$ cat src/rtl/core/rsos_pkg.sv
`default_nettype none

package rsos_pkg;

   localparam int DEPTH = 32;
   localparam int AW = (DEPTH > 1) ? $clog2(DEPTH) : 1;
   localparam int CW = $clog2(DEPTH + 1);
   localparam int SW = 4;

   typedef struct packed {
      logic signed [7:0]  in_layer;
      logic signed [15:0] in_y;
      logic [7:0]         in_tag;
      logic               in_last;
   } req_type;

   typedef struct packed {
      logic signed [7:0]  out_layer;
      logic signed [15:0] out_y;
      logic [7:0]         out_tag;
      logic               out_last;
      logic               dropped;
   } rsp_type;

   typedef struct packed {
      logic signed [7:0]  layer;
      logic signed [15:0] y;
      logic [7:0]         tag;
   } rec_type;

   localparam logic [2:0] CND_NONE    = 3'd0;
   localparam logic [2:0] CND_ALWAYS  = 3'd1;
   localparam logic [2:0] CND_WAIT    = 3'd2;
   localparam logic [2:0] CND_SHORT   = 3'd3;
   localparam logic [2:0] CND_BOUNDS  = 3'd4;
   localparam logic [2:0] CND_NOTEND  = 3'd5;
   localparam logic [2:0] CND_MORE    = 3'd6;
   localparam logic [2:0] CND_MOREOUT = 3'd7;

   localparam logic [1:0] RA_ZERO  = 2'd0;
   localparam logic [1:0] RA_START = 2'd1;
   localparam logic [1:0] RA_STEP1 = 2'd2;
   localparam logic [1:0] RA_STEP2 = 2'd3;

   localparam logic [1:0] IX_HOLD  = 2'd0;
   localparam logic [1:0] IX_ZERO  = 2'd1;
   localparam logic [1:0] IX_START = 2'd2;
   localparam logic [1:0] IX_STEP  = 2'd3;

   localparam logic [1:0] CY_HOLD = 2'd0;
   localparam logic [1:0] CY_LOAD = 2'd1;
   localparam logic [1:0] CY_CMP  = 2'd2;

   localparam logic [1:0] WE_NONE  = 2'd0;
   localparam logic [1:0] WE_CMP   = 2'd1;
   localparam logic [1:0] WE_CARRY = 2'd2;

   typedef struct packed {
      logic [2:0]    cond;
      logic [SW-1:0] target;
      logic [1:0]    ra_sel;
      logic [1:0]    ix_sel;
      logic          dir_up;
      logic [1:0]    cy_op;
      logic [1:0]    we_op;
      logic          ld_en;
      logic          bnd_init;
      logic          bnd_pass;
      logic          swp_clr;
      logic          emit;
      logic          done;
   } ctl_type;

   typedef struct packed {
      logic last_load;
      logic short_batch;
      logic bounds_done;
      logic not_end;
      logic more;
      logic more_out;
   } cond_type;

   // Flipping the sign bits turns the signed (layer, y) pair into one unsigned key.
   function automatic logic [23:0] rec_key(input rec_type r);
      return {~r.layer[7], r.layer[6:0], ~r.y[15], r.y[14:0]};
   endfunction

endpackage

`default_nettype wire

$ cat src/rtl/core/rsos_seq.sv
`default_nettype none

module rsos_seq (
   input  logic               clock,
   input  logic               reset,
   input  rsos_pkg::cond_type cond,
   output rsos_pkg::ctl_type  ctl
);
   import rsos_pkg::*;

   localparam logic [SW-1:0] ST_IDLE   = 4'd0;
   localparam logic [SW-1:0] ST_SETUP  = 4'd1;
   localparam logic [SW-1:0] ST_PSTART = 4'd2;
   localparam logic [SW-1:0] ST_CARRY  = 4'd3;
   localparam logic [SW-1:0] ST_CMP    = 4'd4;
   localparam logic [SW-1:0] ST_FLUSH  = 4'd5;
   localparam logic [SW-1:0] ST_EMIT0  = 4'd6;
   localparam logic [SW-1:0] ST_EMIT   = 4'd7;
   localparam logic [SW-1:0] ST_DONE   = 4'd8;

   logic [SW-1:0] step_ff;
   logic [SW-1:0] step_in;
   logic          jump;

   function automatic ctl_type rom(input logic [SW-1:0] s);
      ctl_type w;
      w = '0;
      case (s)
         ST_IDLE: begin
            w.ld_en  = 1'b1;
            w.cond   = CND_WAIT;
            w.target = ST_IDLE;
         end
         ST_SETUP: begin
            w.bnd_init = 1'b1;
            w.cond     = CND_SHORT;
            w.target   = ST_EMIT0;
         end
         ST_PSTART: begin
            w.cond    = CND_BOUNDS;
            w.target  = ST_EMIT0;
            w.ra_sel  = RA_START;
            w.ix_sel  = IX_START;
            w.swp_clr = 1'b1;
         end
         ST_CARRY: begin
            w.cy_op  = CY_LOAD;
            w.ra_sel = RA_STEP1;
         end
         ST_CMP: begin
            w.we_op  = WE_CMP;
            w.cy_op  = CY_CMP;
            w.ix_sel = IX_STEP;
            w.ra_sel = RA_STEP2;
            w.cond   = CND_NOTEND;
            w.target = ST_CMP;
         end
         ST_FLUSH: begin
            w.we_op    = WE_CARRY;
            w.bnd_pass = 1'b1;
            w.cond     = CND_MORE;
            w.target   = ST_PSTART;
         end
         ST_EMIT0: begin
            w.ix_sel = IX_ZERO;
            w.ra_sel = RA_ZERO;
         end
         ST_EMIT: begin
            w.emit   = 1'b1;
            w.ix_sel = IX_STEP;
            w.dir_up = 1'b1;
            w.ra_sel = RA_STEP1;
            w.cond   = CND_MOREOUT;
            w.target = ST_EMIT;
         end
         ST_DONE: begin
            w.done   = 1'b1;
            w.cond   = CND_ALWAYS;
            w.target = ST_IDLE;
         end
         default: begin
            w.cond   = CND_ALWAYS;
            w.target = ST_IDLE;
         end
      endcase
      return w;
   endfunction

   always_comb begin
      ctl = rom(step_ff);
   end

   always_comb begin
      case (ctl.cond)
         CND_NONE:    jump = 1'b0;
         CND_ALWAYS:  jump = 1'b1;
         CND_WAIT:    jump = ~cond.last_load;
         CND_SHORT:   jump = cond.short_batch;
         CND_BOUNDS:  jump = cond.bounds_done;
         CND_NOTEND:  jump = cond.not_end;
         CND_MORE:    jump = cond.more;
         CND_MOREOUT: jump = cond.more_out;
         default:     jump = 1'b1;
      endcase
      step_in = jump ? ctl.target : step_ff + SW'(1);
   end

   always_ff @(posedge clock) begin
      if (reset) begin
         step_ff <= ST_IDLE;
      end else begin
         step_ff <= step_in;
      end
   end

endmodule

`default_nettype wire

$ cat src/rtl/core/render_order_shaker_sort_top.sv
// Channel   Ports                                   Transfer
// request   start, busy, req_data                   beat when start and not busy
// response  rsp_valid, rsp_data                     beat on every cycle rsp_valid is high
// config    psel, penable, pwrite, paddr, pwdata,   write when psel, penable, pwrite
//           prdata, pready                          and pready are high
//
// Records load at one per cycle while the block is idle.
// After the last record of a batch comes a setup state; each pass then runs a start state,
// a carry load, one compare per record pair and a flush, paced by the registered store read.
// Reset is synchronous and returns the block to idle with an empty batch.
// The receiver cannot stall; each result beat is shown for exactly one cycle.
`default_nettype none

module render_order_shaker_sort_top (
   input  logic              clock,
   input  logic              reset,
   input  logic              start,
   output logic              busy,
   input  rsos_pkg::req_type req_data,
   output logic              rsp_valid,
   output rsos_pkg::rsp_type rsp_data,
   input  logic              psel,
   input  logic              penable,
   input  logic              pwrite,
   input  logic [2:0]        paddr,
   input  logic [31:0]       pwdata,
   output logic [31:0]       prdata,
   output logic              pready
);
   import rsos_pkg::*;

   localparam logic REG_FULL_SORT = 1'b0;

   ctl_type  ctl;
   cond_type cond;

   rec_type store_ff [DEPTH];
   rec_type rd_ff;
   rec_type carry_ff, carry_in;
   logic [AW-1:0] idx_ff, idx_in;
   logic [AW-1:0] lo_ff, lo_in;
   logic [AW-1:0] hi_ff, hi_in;
   logic [CW-1:0] count_ff, count_in;
   logic          overflow_ff, overflow_in;
   logic          pass_forward_ff, pass_forward_in;
   logic          swapped_ff, swapped_in;
   logic          full_sort_ff, full_sort_in;
   logic          rsp_valid_ff;
   rsp_type       rsp_data_ff;

   logic          load;
   logic          fwd;
   logic [AW-1:0] idx_p1, idx_p2, start_ptr, end_ptr, raddr, waddr;
   logic          we;
   rec_type       wdata;
   logic          swap;
   logic          last_out;
   logic          csr_write;

   rsos_seq u_seq (
      .clock (clock),
      .reset (reset),
      .cond  (cond),
      .ctl   (ctl)
   );

   assign busy   = ~ctl.ld_en;
   assign load   = start & ctl.ld_en;
   assign pready = 1'b1;

   always_comb begin
      fwd       = ctl.dir_up | pass_forward_ff;
      idx_p1    = fwd ? idx_ff + AW'(1) : idx_ff - AW'(1);
      idx_p2    = fwd ? idx_ff + AW'(2) : idx_ff - AW'(2);
      start_ptr = pass_forward_ff ? lo_ff : hi_ff;
      end_ptr   = pass_forward_ff ? hi_ff : lo_ff;
      last_out  = (CW'(idx_ff) == count_ff - CW'(1));
      if (pass_forward_ff) begin
         swap = rec_key(carry_ff) > rec_key(rd_ff);
      end else begin
         swap = rec_key(carry_ff) < rec_key(rd_ff);
      end

      case (ctl.ra_sel)
         RA_ZERO:  raddr = '0;
         RA_START: raddr = start_ptr;
         RA_STEP1: raddr = idx_p1;
         RA_STEP2: raddr = idx_p2;
         default:  raddr = '0;
      endcase

      we    = 1'b0;
      waddr = idx_ff;
      wdata = carry_ff;
      if (load && (count_ff < CW'(DEPTH))) begin
         we    = 1'b1;
         waddr = count_ff[AW-1:0];
         wdata = '{layer: req_data.in_layer, y: req_data.in_y, tag: req_data.in_tag};
      end else begin
         case (ctl.we_op)
            WE_CMP: begin
               we    = 1'b1;
               wdata = swap ? rd_ff : carry_ff;
            end
            WE_CARRY: begin
               we = 1'b1;
            end
            default: begin
               we = 1'b0;
            end
         endcase
      end

      case (ctl.ix_sel)
         IX_HOLD:  idx_in = idx_ff;
         IX_ZERO:  idx_in = '0;
         IX_START: idx_in = start_ptr;
         IX_STEP:  idx_in = idx_p1;
         default:  idx_in = idx_ff;
      endcase

      case (ctl.cy_op)
         CY_LOAD: carry_in = rd_ff;
         CY_CMP:  carry_in = swap ? carry_ff : rd_ff;
         default: carry_in = carry_ff;
      endcase

      swapped_in = swapped_ff;
      if (ctl.swp_clr) begin
         swapped_in = 1'b0;
      end else if (ctl.we_op == WE_CMP) begin
         swapped_in = swapped_ff | swap;
      end

      lo_in           = lo_ff;
      hi_in           = hi_ff;
      pass_forward_in = pass_forward_ff;
      if (ctl.bnd_init) begin
         lo_in = '0;
         hi_in = AW'(count_ff - CW'(1));
      end else if (ctl.bnd_pass) begin
         pass_forward_in = ~pass_forward_ff;
         if (pass_forward_ff) begin
            hi_in = hi_ff - AW'(1);
         end else begin
            lo_in = lo_ff + AW'(1);
         end
      end

      count_in    = count_ff;
      overflow_in = overflow_ff;
      if (ctl.done) begin
         count_in    = '0;
         overflow_in = 1'b0;
      end else if (load) begin
         if (count_ff < CW'(DEPTH)) begin
            count_in = count_ff + CW'(1);
         end else begin
            overflow_in = 1'b1;
         end
      end

      csr_write    = psel & penable & pwrite & (paddr[2] == REG_FULL_SORT);
      full_sort_in = csr_write ? pwdata[0] : full_sort_ff;
      prdata       = (paddr[2] == REG_FULL_SORT) ? 32'(full_sort_ff) : '0;

      cond.last_load   = load & req_data.in_last;
      cond.short_batch = count_ff < CW'(2);
      cond.bounds_done = lo_ff >= hi_ff;
      cond.not_end     = idx_p1 != end_ptr;
      cond.more        = full_sort_ff & swapped_ff;
      cond.more_out    = ~last_out;
   end

   always_ff @(posedge clock) begin
      if (we) begin
         store_ff[waddr] <= wdata;
      end
      rd_ff    <= store_ff[raddr];
      carry_ff <= carry_in;
      idx_ff   <= idx_in;
      lo_ff    <= lo_in;
      hi_ff    <= hi_in;
      swapped_ff <= swapped_in;
      rsp_data_ff <= '{out_layer: rd_ff.layer, out_y: rd_ff.y, out_tag: rd_ff.tag,
                       out_last: last_out, dropped: overflow_ff};
   end

   always_ff @(posedge clock) begin
      if (reset) begin
         count_ff        <= '0;
         overflow_ff     <= 1'b0;
         pass_forward_ff <= 1'b0;
         full_sort_ff    <= 1'b0;
         rsp_valid_ff    <= 1'b0;
      end else begin
         count_ff        <= count_in;
         overflow_ff     <= overflow_in;
         pass_forward_ff <= pass_forward_in;
         full_sort_ff    <= full_sort_in;
         rsp_valid_ff    <= ctl.emit;
      end
   end

   assign rsp_valid = rsp_valid_ff;
   assign rsp_data  = rsp_data_ff;

   a_valid_busy: assert property (@(posedge clock) disable iff (reset)
      rsp_valid |-> busy)
      else $error("result beat while idle");

   a_count_cap: assert property (@(posedge clock) disable iff (reset)
      count_ff <= CW'(DEPTH))
      else $error("record count beyond capacity");

   a_bounds: assert property (@(posedge clock) disable iff (reset)
      (ctl.we_op != WE_NONE) |-> (lo_ff <= hi_ff))
      else $error("pass bounds crossed during a store write");

   a_last_gap: assert property (@(posedge clock) disable iff (reset)
      (rsp_valid && rsp_data.out_last) |=> !rsp_valid)
      else $error("result beat after the last of a batch");

endmodule

`default_nettype wire

$ cat config.mk
export PLATFORM = sky130hd
export DESIGN_NAME = render_order_shaker_sort_top
export DESIGN_NICKNAME = d
export VERILOG_FILES = /design/src/rtl/core/rsos_pkg.sv /design/src/rtl/core/rsos_seq.sv /design/src/rtl/core/render_order_shaker_sort_top.sv
export SDC_FILE = /design/constraint.sdc
export NUM_CORES = 2
export LEC_CHECK = 0
export BUFFER_PORTS_ARGS = -buffer_cell sky130_fd_sc_hd__buf_2
export CAP_MARGIN = 20
export CORE_ASPECT_RATIO = 1.4
export CORE_MARGIN = 2
export CORE_UTILIZATION = 62
export DETAILED_ROUTE_END_ITERATION = 10
export PLACE_DENSITY = 0.88
export SLEW_MARGIN = 20
export SYNTH_ARGS = -nofsm -noshare
export SYNTH_HDL_FRONTEND = slang
export SYNTH_SLANG_ARGS = --single-unit
export TNS_END_PERCENT = 100
$ cat constraint.sdc
create_clock -name clock -period 6.2 [get_ports clock]
set_input_delay 1.24 -clock clock [delete_from_list [all_inputs] [get_ports clock]]
set_output_delay 1.24 -clock clock [all_outputs]
set_load 0.02 [all_outputs]
# After elaboration in Yosys (flattened, before gate mapping)
# Memory sizes are Yosys's and may differ from the RTL's. A register that Yosys moved wholly into a read port is not among the register bits.
# Index checks and enable logic that the tools add are counted.
[totals]
ff_bits = 96
mem_bits_rw = 1024
n_memories = 1
[memory_table]
columns = ["memory", "words", "word_bits", "read_ports", "rd_clocked_by_memory_dff", "write_ports", "line", "text"]
rows = [
  ["store_ff", 32, 32, 1, 1, 1, "render_order_shaker_sort_top.sv:37", "rec_type store_ff [DEPTH];"],
]
[op_classes]
addsub = 9
magnitude_cmp = 5
n_eq_ne = 28
mux = 34
bitwise = 19
n_reduce_logical = 19
[ops]
columns = ["operator", "n"]
rows = [
  ["two-way mux 32 bit", 4],
  ["case mux 32 bit (2 select lines)", 1],
  ["case mux 7 bit (7 select lines)", 1],
  ["two-way mux 5 bit", 8],
  ["greater-than comparator 24 bit", 1],
  ["less-than comparator 24 bit", 1],
  ["case mux 5 bit (4 select lines)", 1],
  ["equality test 4 x 3 -> 1 bit, second input constant", 4],
  ["case mux 5 bit (3 select lines)", 1],
  ["equality test 2 bit, second input constant", 6],
  ["equality test 3 bit, second input constant", 4],
  ["two-way mux 1 bit", 12],
  ["case mux 2 bit (3 select lines)", 2],
  ["AND reduction 2 bit", 6],
  ["inverter 1 bit", 11],
  ["adder 5 x 1 -> 5 bit, second input constant", 2],
  ["OR reduction 2 bit", 5],
  ["subtractor 5 x 1 -> 5 bit, second input constant", 2],
  ["equality test 2 x 1 -> 1 bit, second input constant", 4],
  ["equality test 4 x 2 -> 1 bit, second input constant", 2],
  ["case mux 1 bit (8 select lines)", 1],
  ["case mux 2 bit (2 select lines)", 2],
  ["adder 6 x 1 -> 6 bit, second input constant", 1],
  ["AND 1 bit", 6],
  ["other kinds (21)", 26],
]

# Depth between registers and ports, before layout
[logic_depth]
ltp_word = 8
mapped_depth = 16
depth_no_buf = 14

# Modules after synthesis
# Synthesis repeated with hierarchy kept, for this count alone.
[unflattened]
hier_cells = 3392
area_unflattened_um2 = 47090.2
[by_module_without_submodules]
columns = ["mod", "n_inst", "cells_each", "area_per_inst_um2", "seq_area_each_um2"]
rows = [
  ["render_order_shaker_sort_top", 1, 3321, 46509.6, 33652.3],
  ["rsos_seq", 1, 71, 580.6, 80.1],
]

# Worst setup path after synthesis
# OpenSTA, ideal clock, no wires.
[synth_path]
path_type = "register -> register"
startpoint = "register carry_ff[25] in the netlist's numbering"
endpoint = "register carry_ff[0] in the netlist's numbering, enable pin"
setup_time_ps = 472
arrival_ps = 4348
slack_ps = 1380
stages_incl_launch_ff = 9
path_buffers = 0
synth_period_minus_slack_ps = 4820
cell_sequence = "edfxtp_1 > ha_1 > a21o_1 > a21o_1 > a21oi_1 > o21ai_1 > a221o_1 > o211a_1 > o32ai_1"
[synth_between]
elab_chain_cells = 4
elab_cells_between_ends = 5
[synth_rtl]
columns = ["item", "line", "text"]
rows = [
  ["from (decl)", "render_order_shaker_sort_top.sv:39", "rec_type carry_ff, carry_in;"],
  ["from (signal assigned)", "render_order_shaker_sort_top.sv:180", "carry_ff <= carry_in;"],
  ["less-than comparator 24 bit or greater-than comparator 24 bit (tied branches)", "render_order_shaker_sort_top.sv:81, render_order_shaker_sort_top.sv:79", ""],
  ["two-way mux 1 bit *", "render_order_shaker_sort_top.sv:78", "if (pass_forward_ff) begin"],
  ["!= test 2 bit (no line) *", "n/a", ""],
  ["AND reduction 2 bit (no line) *", "n/a", ""],
]
# Mark *: on every way between the ends. The rest lies on a longest branch, timed or not.
# A chain may end at the register's enable or synchronous reset.

# Worst setup path in the final report
[layout_path]
startpoint = "register u_seq.step_ff[3]"
endpoint = "register, netlist name rd_ff[14]"
[layout_between]
elab_chain_cells = 5
elab_cells_between_ends = 15
[layout_rtl]
columns = ["item", "line", "text"]
rows = [
  ["from (decl)", "rsos_seq.sv:21", "logic [SW-1:0] step_ff;"],
  ["from (signal assigned)", "rsos_seq.sv:112", "step_ff <= step_in;"],
  ["equality test 4 x 2 -> 1 bit or equality test 4 x 3 -> 1 bit (tied branches)", "rsos_seq.sv:28", "case (s)"],
  ["OR reduction 2 bit (no line) or two-way mux 1 bit (tied branches)", "n/a", ""],
  ["case mux 2 bit (3 select lines) or bitwise OR 1 bit (tied branches)", "rsos_seq.sv:28, render_order_shaker_sort_top.sv:72", ""],
  ["equality test 2 bit (tied with other cells)", "render_order_shaker_sort_top.sv:84", "case (ctl.ra_sel)"],
  ["case mux 5 bit (4 select lines) *", "render_order_shaker_sort_top.sv:84", ""],
]
# Marks and branches as above.

==> run_results.csv <==
group,metric,value,unit
floorplan,fp.dieH,327,um
place,place_hpwl,69200,um
run_status,run_status,"finished, violations left",
timing,slew_headroom,0.176,
clock_network,cts.root.buffer_cell,"sky130_fd_sc_hd__clkbuf_16",
synth,netlist_instances,3045,
layout,areaGrowthSynthToFinish,11.3,%
synth,fraction_of_the_mapped_netlist_area_in_compound_gates,0.0568,
clock_network,number_of_levels_the_h_tree_was_split_into,3,
synth,syn-mean-instance-area,15.2,um^2
synth,yosys.area_share.simple,0.0998,
run_status,violations,"design-rule violations",
critical_path,critPathArrivalTime,5.93,ns
floorplan,die_w,235,um
timing,slew_viol_final,0,
timing,post-route-min-period,5.46,ns
power,power_report.internal_total,16300,uW
routing,drt_iter0_markers,6226,
global_routing,groute.layer.met2.usage,0.562,
floorplan,starting_density_of_the_core,0.626,
power,static_leakage,0.0170,uW
critical_path,cp_max_fo,65,
floorplan,placement_rows,118,
clock_network,cts.hold.buffers_added,0,
global_routing,grt_pass1_vias,30100,
critical_path,worst_path_dominant_cell_family,"simple AND/OR/NAND/NOR gates",
power,power.ir.vdd_worst,0.311,mV
floorplan,fp.dieArea,0.0769,mm^2
clock_network,clkSlewWorstSetupHoldPaths,0.07,ns
place,io_buffers,77,
timing,layout_worst_path_cycle_share,0.881,
global_routing,total_gr_overflow,0,
synth,xor_xnor_share_of_the_synthesized_area,0.00635,
power,net-switching-power,9970,uW
routing,count_of_unresolved_drc_violations_after_routing,8,
synth,synth_edf_count,1066,
global_routing,grtUsageTotal,0.335,
routing,drt_wl_total,137000,um
critical_path,cp_cell_sequence,"and3b_1 -> nor2_1 -> xor2_1 -> ha_1 -> nand2_1 -> o22ai_2 -> o221ai_1 -> a32o_4 -> nand2_1 -> buf_4 -> a31oi_1 -> nor4_1",
timing,final.setup.worst_slack,0.741,ns
synth,post_synth_num_cell_types,75,
clock_network,cts_max_path_buffers,3,
layout,finalInstanceArea,0.0515,mm^2
place,place_congestion,0.950,
synth,synth_async_sr_flop_share,0,
timing,fin_hold_ws,0.371,ns
critical_path,critical-path-top-cell-by-count,"sky130_fd_sc_hd__nand2_1",
power,pwr_density_cell,509,mW/mm^2
timing,grt_setup_unrepaired,"false",
critical_path,worst_path_largest_cell_delay,0.80,ns
synth,ys.warnings.count,0,
layout,fillers,3878,
critical_path,critical_path.slowest_cell,"sky130_fd_sc_hd__nor4_1",
clock_network,clock_tree_from_tritoncts,"built",
routing,drt.antenna.violating_nets,0,
clock_network,cts_resized,0,
critical_path,crit_buf_inv,1,
global_routing,antenna_found_initial,4,
floorplan,boundaryPins,143,
global_routing,grt_max_degree,171,
clock_network,clock_sinks,1152,
timing,finalSetupTns,0,ns
timing,worst_slew_pin_slew,1.24,ns
power,power.share.clock,0.230,
routing,post_drt_via_cell_ratio,7.54,
synth,syn-cell-area,0.0463,mm^2
critical_path,timing.setup.critical_path_class,"flop to flop",
routing,detail_route.wl_per_cell,32.8,um
routing,dr.pass1.iters,11,
min_path,hold_path_class,"flop to flop",
synth,post_synth_fa_ha_maj_area_fraction,0.0111,
critical_path,sort_of_element_at_the_start_of_the_critical_path,"flop",
global_routing,global_route_wire_length_before_repair,192000,um
timing,clock-skew-final,0.0332,ns
clock_network,number_of_buffers_inserted_to_repair_setup_after_cts,0,
power,power_frac_comb,0.356,
clock_network,clock_insertion_delay_worst_skew,0.67,ns
synth,synth_ff_type,"sky130_fd_sc_hd__edfxtp_1",
routing,vias,31500,
floorplan,core_area,0.0740,mm^2
clock_network,cts_buffers,92,
synth,synth.area.mux_share,0.0661,
synth,synth_seq_cells,1152,
critical_path,timing.critical_path.required,6.67,ns
run,maxCapViolCount,0,
timing,final-setup-viol-count,0,
synth,dominant_combinational_cell_family_by_area_after_synthesis,"simple AND/OR/NAND/NOR gates",
power,power_switching_share,0.379,
place,dpl-instance-area,0.0483,mm^2
timing,maxClockFrequency,183,MHz
place,dp_worst_setup_slack,1.23,ns
layout,fin_util,0.697,
layout,layout.nets,3250,
layout,layout-drive-gt1-share,0.172,
critical_path,worst_setup_path_end_kind,"flop",
global_routing,groute.layer.met3.usage,0.0780,
global_routing,grt.busiest_layer,"met2",
timing,timing.final.hold_violations,0,
synth,synth_sequential_area_ratio,0.729,
global_routing,gr-usage-met1,0.402,
power,sequentialPowerShare,0.414,
registers in the layout, indices dropped and copies added (netlist names):
name             flops
store_ff          1024
swapped_ff           1
count_ff             6
u_seq.step_ff        4
lo_ff                5
pass_forward_ff      1
rsp_valid            1
carry_ff            32
rsp_data            34
idx_ff               5
hi_ff                5
rd_ff               32
overflow_ff          1
full_sort_ff         1
synth_stat cells, types with 3 or more instances:
| cell | count | area [um^2] |
|---|---|---|
| sky130_fd_sc_hd__nand2_1 | 413 | 1550 |
| sky130_fd_sc_hd__or3_1 | 67 | 419 |
| sky130_fd_sc_hd__o21ai_0 | 41 | 205 |
| sky130_fd_sc_hd__nand2b_1 | 11 | 68.8 |
| sky130_fd_sc_hd__o211ai_1 | 4 | 30.0 |
| sky130_fd_sc_hd__or4_1 | 33 | 248 |
| sky130_fd_sc_hd__a31oi_1 | 136 | 851 |
| sky130_fd_sc_hd__buf_1 | 10 | 37.5 |
| sky130_fd_sc_hd__clkbuf_1 | 93 | 349 |
| sky130_fd_sc_hd__nor3_1 | 17 | 85.1 |
| sky130_fd_sc_hd__a21o_1 | 9 | 67.6 |
| sky130_fd_sc_hd__and4_1 | 33 | 289 |
| sky130_fd_sc_hd__a211oi_1 | 4 | 30.0 |
| sky130_fd_sc_hd__mux4_2 | 128 | 2880 |
| sky130_fd_sc_hd__dfxtp_1 | 86 | 1720 |
| sky130_fd_sc_hd__and2_1 | 4 | 25.0 |
| sky130_fd_sc_hd__nand4_1 | 8 | 50.1 |
| sky130_fd_sc_hd__xnor2_1 | 18 | 158 |
| sky130_fd_sc_hd__nor2_1 | 160 | 601 |
| sky130_fd_sc_hd__xor2_1 | 13 | 114 |
| sky130_fd_sc_hd__buf_6 | 19 | 214 |
| sky130_fd_sc_hd__nand3_1 | 171 | 856 |
| sky130_fd_sc_hd__buf_4 | 50 | 375 |
| sky130_fd_sc_hd__nor4b_1 | 3 | 26.3 |
| sky130_fd_sc_hd__ha_1 | 41 | 513 |
| sky130_fd_sc_hd__o311ai_1 | 32 | 280 |
| sky130_fd_sc_hd__o31ai_1 | 3 | 22.5 |
| sky130_fd_sc_hd__inv_1 | 47 | 176 |
| sky130_fd_sc_hd__a21oi_1 | 120 | 601 |
| sky130_fd_sc_hd__nor3b_1 | 3 | 22.5 |
| sky130_fd_sc_hd__a221o_1 | 3 | 30.0 |
| sky130_fd_sc_hd__edfxtp_1 | 1066 | 32000 |
| sky130_fd_sc_hd__o22ai_1 | 37 | 231 |
| sky130_fd_sc_hd__nor2b_1 | 4 | 25.0 |
| sky130_fd_sc_hd__mux2i_1 | 13 | 130 |
| sky130_fd_sc_hd__or2_2 | 5 | 31.3 |
| sky130_fd_sc_hd__buf_2 | 57 | 285 |
| sky130_fd_sc_hd__nor4_1 | 35 | 219 |
path summary, 6_finish.rpt:
path	from	to	slack, ns	depth (start not counted)
worst max-delay path	u_seq.step_ff[3]$_SDFF_PP0_	rd_ff[14]$_DFF_P_	0.74	12
worst min-delay path	rd_ff[2]$_DFF_P_	rsp_data[4]$_DFF_P_	0.37	0
worst max register to register	u_seq.step_ff[3]$_SDFF_PP0_	rd_ff[14]$_DFF_P_	0.74	12
worst min register to register	rd_ff[2]$_DFF_P_	rsp_data[4]$_DFF_P_	0.37	0
cell families (layout without fill, tap and decap cells):
group / Yosys count / after routing
buffers and inverters: 277 / 414
flip-flops: 1152 / 1152
AND/OR/NAND/NOR: 979 / 979
adder cells (fa/ha/maj): 41 / 41
XOR/XNOR: 32 / 32
multiplexers: 144 / 144
other: 2 / 34
AO/OA/AOI/OAI: 418 / 418
layout make-up:
type / instances / area, um^2 / share of cell area
timing repair buffer: 195 / 1610 / 0.0313
multi-input combinational: 1646 / 11800 / 0.230
clock inverter: 51 / 478 / 0.00927
clock buffer: 120 / 2490 / 0.0483
antenna: 2 / 5.00 / 0.0000971
tap: 960 / 1200 / 0.0233
sequential: 1152 / 33700 / 0.654
inverter: 48 / 180 / 0.00350
cells in the final DEF, fill, tap and decap left out, types with 11 or more instances in the layout:
cell	Yosys	routed
sky130_fd_sc_hd__clkbuf_1	93	21
sky130_fd_sc_hd__clkinv_2	0	11
sky130_fd_sc_hd__xor2_1	13	13
sky130_fd_sc_hd__mux2i_1	13	13
sky130_fd_sc_hd__o21ai_0	41	41
sky130_fd_sc_hd__inv_1	47	47
sky130_fd_sc_hd__or4_1	33	33
sky130_fd_sc_hd__nor3_1	17	16
sky130_fd_sc_hd__mux4_2	128	128
sky130_fd_sc_hd__nand2_1	413	413
sky130_fd_sc_hd__nor4_1	35	35
sky130_fd_sc_hd__conb_1	2	32
sky130_fd_sc_hd__clkbuf_16	0	94
sky130_fd_sc_hd__a31oi_2	0	31
sky130_fd_sc_hd__dfxtp_1	86	86
sky130_fd_sc_hd__or3_1	67	66
sky130_fd_sc_hd__nor2_4	0	32
sky130_fd_sc_hd__xnor2_1	18	18
sky130_fd_sc_hd__ha_1	41	41
sky130_fd_sc_hd__o311ai_1	32	32
sky130_fd_sc_hd__buf_2	57	77
sky130_fd_sc_hd__clkinv_1	1	21
sky130_fd_sc_hd__buf_16	0	12
sky130_fd_sc_hd__a31oi_1	136	100
sky130_fd_sc_hd__nand3_1	171	171
sky130_fd_sc_hd__nor2_1	160	127
sky130_fd_sc_hd__o22ai_1	37	37
sky130_fd_sc_hd__buf_4	50	98
sky130_fd_sc_hd__and4_1	33	33
sky130_fd_sc_hd__a21oi_1	120	120
sky130_fd_sc_hd__edfxtp_1	1066	1066
sky130_fd_sc_hd__nand2b_1	11	11
power groups by stage:
stage	clock [uW]	sequential, uW	combinational [uW]
2_1_floorplan	0	11000	5250
3_3_place_gp	0	10900	7900
3_5_place_dp	0	11000	8370
4_1_cts	5910	10800	8780
5_1_grt	6240	10900	9620
6_report	6040	10900	9350
per-layer routing:
metal,share of wire,vias to the layer above
met3,0.15,922
met1,0.29,14800
met5,0.000095,-
met4,0.074,2
met2,0.48,3904
li1,-,11900
per-stage QoR:
step	instances	power, uW
2_1_floorplan	3075	16200
5_1_grt	4173	26800
3_5_place_dp	3993	19300
3_3_place_gp	3988	18800
4_1_cts	4164	25500
6_report	4174	26300
worst register-to-register path: cells and delay by family, from the launching register on:
kind | cells | cell delay (ns)
xor+xnor | 1 | 0.19
simple gates | 5 | 2.14
flops | 1 | 0.78
buf+inv | 1 | 0.47
compound gates | 4 | 1.41
fa+ha+maj | 1 | 0.29
Power figures use the tool's default switching activity.
